[config.mk]
export PLATFORM = sky130hd
export DESIGN_NAME = threshold_peak_counter_flat
export DESIGN_NICKNAME = d
export VERILOG_FILES = /design/src/hdl/tpc_pkg.sv /design/src/hdl/tpc_if.sv /design/src/hdl/threshold_peak_counter.sv /design/src/hdl/tpc_cfg_regs.sv /design/src/hdl/tpc_detect.sv /design/src/flat_wrapper.sv
export SDC_FILE = /design/constraint.sdc
export NUM_CORES = 1
export LEC_CHECK = 0
export BUFFER_PORTS_ARGS = -buffer_cell sky130_fd_sc_hd__clkbuf_2
export CAP_MARGIN = 20
export CORE_MARGIN = 2
export CORE_UTILIZATION = 60
export CTS_CLUSTER_DIAMETER = 50
export DETAILED_ROUTE_END_ITERATION = 10
export GPL_TIMING_DRIVEN = 0
export MAX_ROUTING_LAYER = met4
export PLACE_DENSITY = 0.8
export SLEW_MARGIN = 30
export SYNTH_ARGS = -nofsm -noshare
export SYNTH_HDL_FRONTEND = slang
export SYNTH_SLANG_ARGS = --single-unit
[constraint.sdc]
create_clock -name clock -period 4.2 [get_ports clock]
set_clock_uncertainty 0.05 [all_clocks]
set_input_delay 0.21 -clock clock [delete_from_list [all_inputs] [get_ports clock]]
set_output_delay 0.21 -clock clock [all_outputs]
set_load 0.005 [all_outputs]
[src/hdl/tpc_pkg.sv]
`timescale 1ns / 1ps
// ----------------------------------------------------------------------------
// tpc_pkg
// shared widths, register indexes and types of the threshold peak counter
// ----------------------------------------------------------------------------
package tpc_pkg;

   localparam int SAMPLE_BITS_DEFAULT = 16;
   localparam int CFG_BITS            = 16;
   localparam int CSR_ADDR_BITS       = 1;
   localparam int COUNT_BITS          = 8;
   localparam int GAP_BITS            = 17;
   localparam int SEEN_BITS           = 2;

   // register indexes on the csr channel
   localparam logic [CSR_ADDR_BITS-1:0] CSR_PEAK_THRESHOLD     = 1'd0;
   localparam logic [CSR_ADDR_BITS-1:0] CSR_REFRACTORY_SAMPLES = 1'd1;

   // samples held before a center can be tested
   localparam logic [SEEN_BITS-1:0] SEEN_FULL = 2'd2;

   typedef struct packed {
      logic signed [CFG_BITS-1:0] peak_threshold;
      logic        [CFG_BITS-1:0] refractory_samples;
   } cfg_type;

endpackage

[src/hdl/tpc_if.sv]
`timescale 1ns / 1ps
// ----------------------------------------------------------------------------
// tpc channel interfaces
// sample, result and register write channels with valid / ready handshake
// ----------------------------------------------------------------------------
interface tpc_req_if #(
   parameter int SAMPLE_BITS = tpc_pkg::SAMPLE_BITS_DEFAULT
);
   logic                          valid;
   logic                          ready;
   logic signed [SAMPLE_BITS-1:0] sample;
   logic                          last_sample;

   modport source (output valid, output sample, output last_sample, input ready);
   modport sink   (input valid, input sample, input last_sample, output ready);
endinterface

interface tpc_rsp_if;
   logic                             valid;
   logic                             ready;
   logic                             peak_at_middle;
   logic [tpc_pkg::COUNT_BITS-1:0]   peak_count;
   logic                             record_done;

   modport source (output valid, output peak_at_middle, output peak_count,
                   output record_done, input ready);
   modport sink   (input valid, input peak_at_middle, input peak_count,
                   input record_done, output ready);
endinterface

interface tpc_csr_if;
   logic                               valid;
   logic                               ready;
   logic [tpc_pkg::CSR_ADDR_BITS-1:0]  addr;
   logic [tpc_pkg::CFG_BITS-1:0]       data;

   modport source (output valid, output addr, output data, input ready);
   modport sink   (input valid, input addr, input data, output ready);
endinterface

[src/hdl/threshold_peak_counter.sv]
`timescale 1ns / 1ps
// ----------------------------------------------------------------------------
// threshold_peak_counter
// counts thresholded peaks with a refractory gap in a record of samples
// ----------------------------------------------------------------------------
//  channel | dir | payload                                    | handshake
//  req     | in  | sample, last_sample                        | valid / ready
//  rsp     | out | peak_at_middle, peak_count, record_done    | valid / ready
//  csr     | in  | addr (0 threshold, 1 refractory), data     | valid / ready
//
//  one sample per clock while rsp does not stall; a result shows in the cycle after its transaction
//  the only pipeline register is the result register; req is ready while it
//  is empty or being drained in the same cycle, so stalls on rsp back up req
//  csr writes complete every cycle and must only come while the block is idle
//  reset is synchronous; record state also clears after each last sample
// ----------------------------------------------------------------------------
module threshold_peak_counter
   import tpc_pkg::*;
#(
   parameter int SAMPLE_BITS = SAMPLE_BITS_DEFAULT
) (
   input  logic      clock,
   input  logic      reset,
   tpc_req_if.sink   req_chan,
   tpc_rsp_if.source rsp_chan,
   tpc_csr_if.sink   csr_chan
);

   cfg_type               cfg;
   logic                  req_take;
   logic                  det_peak;
   logic [COUNT_BITS-1:0] det_count;

   // result register
   logic                  rsp_valid_ff, rsp_valid_in;
   logic                  rsp_peak_ff;
   logic [COUNT_BITS-1:0] rsp_count_ff;
   logic                  rsp_done_ff;

   // register writes are never stalled
   assign csr_chan.ready = 1'b1;

   tpc_cfg_regs u_cfg_regs (
      .clock   (clock),
      .reset   (reset),
      .wr_en   (csr_chan.valid),
      .wr_addr (csr_chan.addr),
      .wr_data (csr_chan.data),
      .cfg     (cfg)
   );

   // accept while the result slot is free or emptying this cycle
   assign req_chan.ready = !rsp_valid_ff || rsp_chan.ready;
   assign req_take       = req_chan.valid && req_chan.ready;

   tpc_detect #(
      .SAMPLE_BITS (SAMPLE_BITS)
   ) u_detect (
      .clock       (clock),
      .reset       (reset),
      .cfg         (cfg),
      .take        (req_take),
      .sample      (req_chan.sample),
      .last_sample (req_chan.last_sample),
      .peak        (det_peak),
      .count       (det_count)
   );

   // valid follows the transactions in and out
   always_comb begin
      rsp_valid_in = rsp_valid_ff;
      if (req_take) begin
         rsp_valid_in = 1'b1;
      end else if (rsp_chan.ready) begin
         rsp_valid_in = 1'b0;
      end
   end

   always_ff @(posedge clock) begin
      if (reset) begin
         rsp_valid_ff <= 1'b0;
      end else begin
         rsp_valid_ff <= rsp_valid_in;
      end
   end

   // payload only loads on a new transaction
   always_ff @(posedge clock) begin
      if (req_take) begin
         rsp_peak_ff  <= det_peak;
         rsp_count_ff <= det_count;
         rsp_done_ff  <= req_chan.last_sample;
      end
   end

   assign rsp_chan.valid          = rsp_valid_ff;
   assign rsp_chan.peak_at_middle = rsp_peak_ff;
   assign rsp_chan.peak_count     = rsp_count_ff;
   assign rsp_chan.record_done    = rsp_done_ff;

endmodule

[src/hdl/tpc_cfg_regs.sv]
`timescale 1ns / 1ps
// ----------------------------------------------------------------------------
// tpc_cfg_regs
// threshold and refractory registers written over the csr channel
// ----------------------------------------------------------------------------
module tpc_cfg_regs
   import tpc_pkg::*;
(
   input  logic                     clock,
   input  logic                     reset,
   input  logic                     wr_en,
   input  logic [CSR_ADDR_BITS-1:0] wr_addr,
   input  logic [CFG_BITS-1:0]      wr_data,
   output cfg_type                  cfg
);

   cfg_type cfg_ff;
   cfg_type cfg_in;

   always_comb begin
      cfg_in = cfg_ff;
      if (wr_en) begin
         case (wr_addr)
            CSR_PEAK_THRESHOLD:     cfg_in.peak_threshold     = wr_data;
            CSR_REFRACTORY_SAMPLES: cfg_in.refractory_samples = wr_data;
            default:                cfg_in = cfg_ff;
         endcase
      end
   end

   always_ff @(posedge clock) begin
      if (reset) begin
         cfg_ff <= '0;
      end else begin
         cfg_ff <= cfg_in;
      end
   end

   assign cfg = cfg_ff;

endmodule

[src/hdl/tpc_detect.sv]
`timescale 1ns / 1ps
// ----------------------------------------------------------------------------
// tpc_detect
// sample history, refractory gap and peak count; tests the middle sample
// ----------------------------------------------------------------------------
module tpc_detect
   import tpc_pkg::*;
#(
   parameter int SAMPLE_BITS = SAMPLE_BITS_DEFAULT
) (
   input  logic                          clock,
   input  logic                          reset,
   input  cfg_type                       cfg,
   input  logic                          take,
   input  logic signed [SAMPLE_BITS-1:0] sample,
   input  logic                          last_sample,
   output logic                          peak,
   output logic [COUNT_BITS-1:0]         count
);

   localparam int CMP_BITS = (SAMPLE_BITS > CFG_BITS) ? SAMPLE_BITS : CFG_BITS;
   localparam logic [GAP_BITS-1:0] GAP_MAX = '1;

   logic signed [SAMPLE_BITS-1:0] older_ff,  older_in;
   logic signed [SAMPLE_BITS-1:0] middle_ff, middle_in;
   logic [SEEN_BITS-1:0]          seen_ff,   seen_in;
   logic [GAP_BITS-1:0]           gap_ff,    gap_in;
   logic                          peak_seen_ff, peak_seen_in;
   logic [COUNT_BITS-1:0]         total_ff,  total_in;

   logic signed [CMP_BITS-1:0] middle_ext;
   logic signed [CMP_BITS-1:0] thr_ext;
   logic                       gate_open;
   logic                       is_peak;

   assign middle_ext = CMP_BITS'(middle_ff);
   assign thr_ext    = CMP_BITS'(cfg.peak_threshold);

   // refractory gate passes before the first peak of a record, then once the gap exceeds refractory_samples
   assign gate_open = !peak_seen_ff ||
                      (gap_ff > {{(GAP_BITS-CFG_BITS){1'b0}}, cfg.refractory_samples});

   assign is_peak = (seen_ff == SEEN_FULL) && gate_open && (middle_ext > thr_ext) &&
                    (middle_ff >= sample) && (middle_ff > older_ff);

   always_comb begin
      older_in     = middle_ff;
      middle_in    = sample;
      seen_in      = (seen_ff == SEEN_FULL) ? seen_ff : seen_ff + 1'b1;
      gap_in       = gap_ff;
      peak_seen_in = peak_seen_ff | is_peak;
      total_in     = total_ff + COUNT_BITS'(is_peak);
      if (is_peak) begin
         gap_in = GAP_BITS'(1);
      end else if ((seen_ff == SEEN_FULL) && (gap_ff != GAP_MAX)) begin
         gap_in = gap_ff + 1'b1;
      end
   end

   always_ff @(posedge clock) begin
      if (reset || (take && last_sample)) begin
         older_ff     <= '0;
         middle_ff    <= '0;
         seen_ff      <= '0;
         gap_ff       <= '0;
         peak_seen_ff <= 1'b0;
         total_ff     <= '0;
      end else if (take) begin
         older_ff     <= older_in;
         middle_ff    <= middle_in;
         seen_ff      <= seen_in;
         gap_ff       <= gap_in;
         peak_seen_ff <= peak_seen_in;
         total_ff     <= total_in;
      end
   end

   assign peak  = is_peak;
   assign count = total_in;

endmodule

[src/flat_wrapper.sv]
// flat-port wrapper written by rule: the top's interface ports become plain ports
module threshold_peak_counter_flat import tpc_pkg::*;
#(
   parameter int SAMPLE_BITS = SAMPLE_BITS_DEFAULT
)
  (clock, reset, req_chan_valid, req_chan_sample, req_chan_last_sample, req_chan_ready, rsp_chan_valid, rsp_chan_peak_at_middle, rsp_chan_peak_count, rsp_chan_record_done, rsp_chan_ready, csr_chan_valid, csr_chan_addr, csr_chan_data, csr_chan_ready);
  tpc_req_if #(.SAMPLE_BITS(SAMPLE_BITS)) req_chan_i ();
  tpc_rsp_if rsp_chan_i ();
  tpc_csr_if csr_chan_i ();
  input  logic clock;
  input  logic reset;
  input wire logic [$bits(req_chan_i.valid)-1:0] req_chan_valid;
  input wire logic [$bits(req_chan_i.sample)-1:0] req_chan_sample;
  input wire logic [$bits(req_chan_i.last_sample)-1:0] req_chan_last_sample;
  output wire logic [$bits(req_chan_i.ready)-1:0] req_chan_ready;
  output wire logic [$bits(rsp_chan_i.valid)-1:0] rsp_chan_valid;
  output wire logic [$bits(rsp_chan_i.peak_at_middle)-1:0] rsp_chan_peak_at_middle;
  output wire logic [$bits(rsp_chan_i.peak_count)-1:0] rsp_chan_peak_count;
  output wire logic [$bits(rsp_chan_i.record_done)-1:0] rsp_chan_record_done;
  input wire logic [$bits(rsp_chan_i.ready)-1:0] rsp_chan_ready;
  input wire logic [$bits(csr_chan_i.valid)-1:0] csr_chan_valid;
  input wire logic [$bits(csr_chan_i.addr)-1:0] csr_chan_addr;
  input wire logic [$bits(csr_chan_i.data)-1:0] csr_chan_data;
  output wire logic [$bits(csr_chan_i.ready)-1:0] csr_chan_ready;
  assign req_chan_i.valid = req_chan_valid;
  assign req_chan_i.sample = req_chan_sample;
  assign req_chan_i.last_sample = req_chan_last_sample;
  assign req_chan_ready = req_chan_i.ready;
  assign rsp_chan_valid = rsp_chan_i.valid;
  assign rsp_chan_peak_at_middle = rsp_chan_i.peak_at_middle;
  assign rsp_chan_peak_count = rsp_chan_i.peak_count;
  assign rsp_chan_record_done = rsp_chan_i.record_done;
  assign rsp_chan_i.ready = rsp_chan_ready;
  assign csr_chan_i.valid = csr_chan_valid;
  assign csr_chan_i.addr = csr_chan_addr;
  assign csr_chan_i.data = csr_chan_data;
  assign csr_chan_ready = csr_chan_i.ready;
  threshold_peak_counter #(.SAMPLE_BITS(SAMPLE_BITS)) u_core (.clock(clock), .reset(reset), .req_chan(req_chan_i), .rsp_chan(rsp_chan_i), .csr_chan(csr_chan_i));
endmodule
==> flow_summary.toml <==
[outcome]
status = "finished clean"

[clock_network]
cts_tree = "done"
root_buffer = "clkbuf_8"
cts_inserted_buffers = 9
clk_pin_slew_ns = 0.11
cts.sink_count = 103
insertion_delay_ns = 0.38
cts_buffer_depth = 2
cts_setup_buffers = 0
htreeDepth = 3

[logic_synthesis]
synthesis.nets = 814
synth_top_family_by_area = "simple AND/OR/NAND/NOR gates"
yosysMostFrequentCell = "nand2_1"
synth_ff_type = "dfxtp_1"
synth_compound_area_share_pct = 15.6
ys_top_cells_by_count = "nand2_1, a21oi_1, dfxtp_1, inv_1, ha_1"
synthSimpleGateAreaFrac_pct = 21.7
synth_adder_area_share_pct = 15.2
synthArstFlopShare_pct = 0
synth.top_cell.area_share_pct = 32.9
synth_area_um2 = 5660
yosys-top-cells-area = "dfxtp_1, ha_1, nand2_1"
syn_avg_cell_area_um2 = 8.02
yosysSeqAreaShare_pct = 38.2
ys_types = 54
synth_xor_area_share_pct = 2.47
synthMuxAreaShare_pct = 0.177
synth_cells = 706
ys_ff_latch = 103
synth_edf_count = 10
synth_largest_area_cell = "dfxtp_1"
ys_warn_count = 0

[floorplanning]
core_um2 = 9200
row_count = 35
dieArea_um2 = 10200
io_pins = 52
die_w_um = 101
start_util_pct = 61.6
die_height_um = 101

[route]
via_per_inst = 5.75
antenna_left = 0
wl_per_cell_um = 15.3
drc = 0
wl_mm = 13.5
dr.first_iter.drc_count = 274
vias = 5085
dr.pass1.iters = 6

[critical_path]
required_ns = 4.42
slowest_delay_ns = 0.52
arrival_ns = 4.18
crit_type = "reg2reg"
critPathCaptureType = "flip-flop"
crit_top_cell = "ha_1"
cpMaxStageDelayCell = "nor4_1"
reg2reg_slack_ns = 0.24
cp-start-kind = "flip-flop"
cp_max_fo = 19
r2r_cells = 16
crit_chain = "ha_1, nand4_1, nor4_1, o21ai_1, nand4b_1, o2111ai_1, or4_1, buf_2, inv_1, ha_1, ha_1, nand3_1, nor2_1, nand2_1, xor2_1, nor2_1"

[sta]
slew_headroom_pct = 39.9
min_period_ns = 3.96
finalSetupViolations = 0
fmax_mhz = 252
grt_setup_unrepaired = "no"
tightest_slew_ns = 0.902
finalCritPeriodShare_pct = 94.3
setup_tns_ns = 0
finalHoldViolCount = 0
report.final.slew_viol_count = 0
whs_ns = 0.0104

[layout]
instances_no_fill = 884
area_growth_pct = 10.6
drive_gt1_share_pct = 9.83
final_core_util_pct = 68.1
num_antenna_cells = 0
nets = 876

[grt]
antenna_found_initial = 0
overflow = 0
grt_pass1_wl_mm = 22.5
grt_pass1_vias = 4996
track_usage_pct = 28.6
grt_max_degree = 20

[placement]
place_congestion = 0.944
dp_hpwl_mm = 10.5
place_inst = 866
port_buffers = 49

[worst_hold_path]
hold_path.class = "in2reg"
holdPathStages = 3

[pwr]
ir_worst_vdd_mv = 0.226
p_leak_uw = 0.00272
power_density_nw_per_um2 = 313
p_total_uw = 1960

[flow_run]
maxCapViolCount = 0
[final timing paths]
kind / startpoint / end
worst min register to register: u_core.u_cfg_regs.cfg[17] / u_core.u_cfg_regs.cfg[17]
worst min-delay path: req_chan_sample[15] / u_core.u_detect.middle_ext[15]
worst max register to register: u_core.u_detect.middle_ext[15] / u_core.u_detect.total_ff[6]
worst max-delay path: u_core.u_detect.middle_ext[15] / u_core.u_detect.total_ff[6]
[stage by stage]
stage / cell area, µm² / setup slack, ns
4_1_cts: 6270 / 0.0125
5_1_grt: 6270 / 0.00156
2_1_floorplan: 5660 / 0.683
3_3_place_gp: 6050 / 0.119
3_5_place_dp: 6050 / 0.0149
6_report: 6270 / 0.238
[power by group]
group	internal (µW)	total (µW)	switching, µW
sequential	1020	1050	28.2
combinational	113	293	180
clock	229	614	385
[layer usage]
layer	share of wire, %	GRT usage, %	up-vias
met5	0	-	-
met4	2.9	10.4	0
met3	6.8	5.45	37
met2	48	48.7	166
met1	42	33.8	2365
li1	-	-	2517
[worst max-delay path: cells and delay by family, from the launching register on]
| kind | cells | cell delay, ns |
|---|---|---|
| flops | 1 | 0.40 |
| simple gates | 8 | 1.78 |
| fa+ha+maj | 3 | 0.74 |
| compound gates | 2 | 0.32 |
| buf+inv | 2 | 0.39 |
| xor+xnor | 1 | 0.17 |
[area by class of cell]
cell class	count	area, µm²
buffer	27	108
clock buffer	9	124
clock inverter	7	65.1
fill	775	2930
inverter	71	267
multi-input combinational	504	3120
sequential	103	2160
tap	111	139
timing repair buffer	52	275
[logic make-up after synthesis]
logic type / after synthesis
other cells: 1
buf+inv: 99
xor+xnor: 16
compound gates: 148
flops: 103
simple gates: 269
fa+ha+maj: 69
mux: 1
[what timing repair did]
action / CTS / global route
endpoints found under the setup margin: 1 / 7
hold buffers: 3 / 0
resized for setup: 1 / 1
endpoints found under the hold margin: 3 / 0
[sequential cells by signal, summed over array words and instances, names as in the netlist, 2 cells and up]
register and flops:
u_core.rsp_chan.peak_count 8, u_core.u_cfg_regs.cfg 32, u_core.u_detect.gap_ff 17, u_core.u_detect.middle_ext 16, u_core.u_detect.older_ff 16, u_core.u_detect.seen_ff 2, u_core.u_detect.total_ff 8
[cell usage in the layout (no fill, tap or decap), drive strengths merged, types with 13 or more instances in the layout]
cell type	n
nand3	13
clkbuf	81
dfxtp	93
nand2	165
a21oi	93
inv	73
ha	69
nor2	29
nand4	14
(Power assumes the default switching activity.)
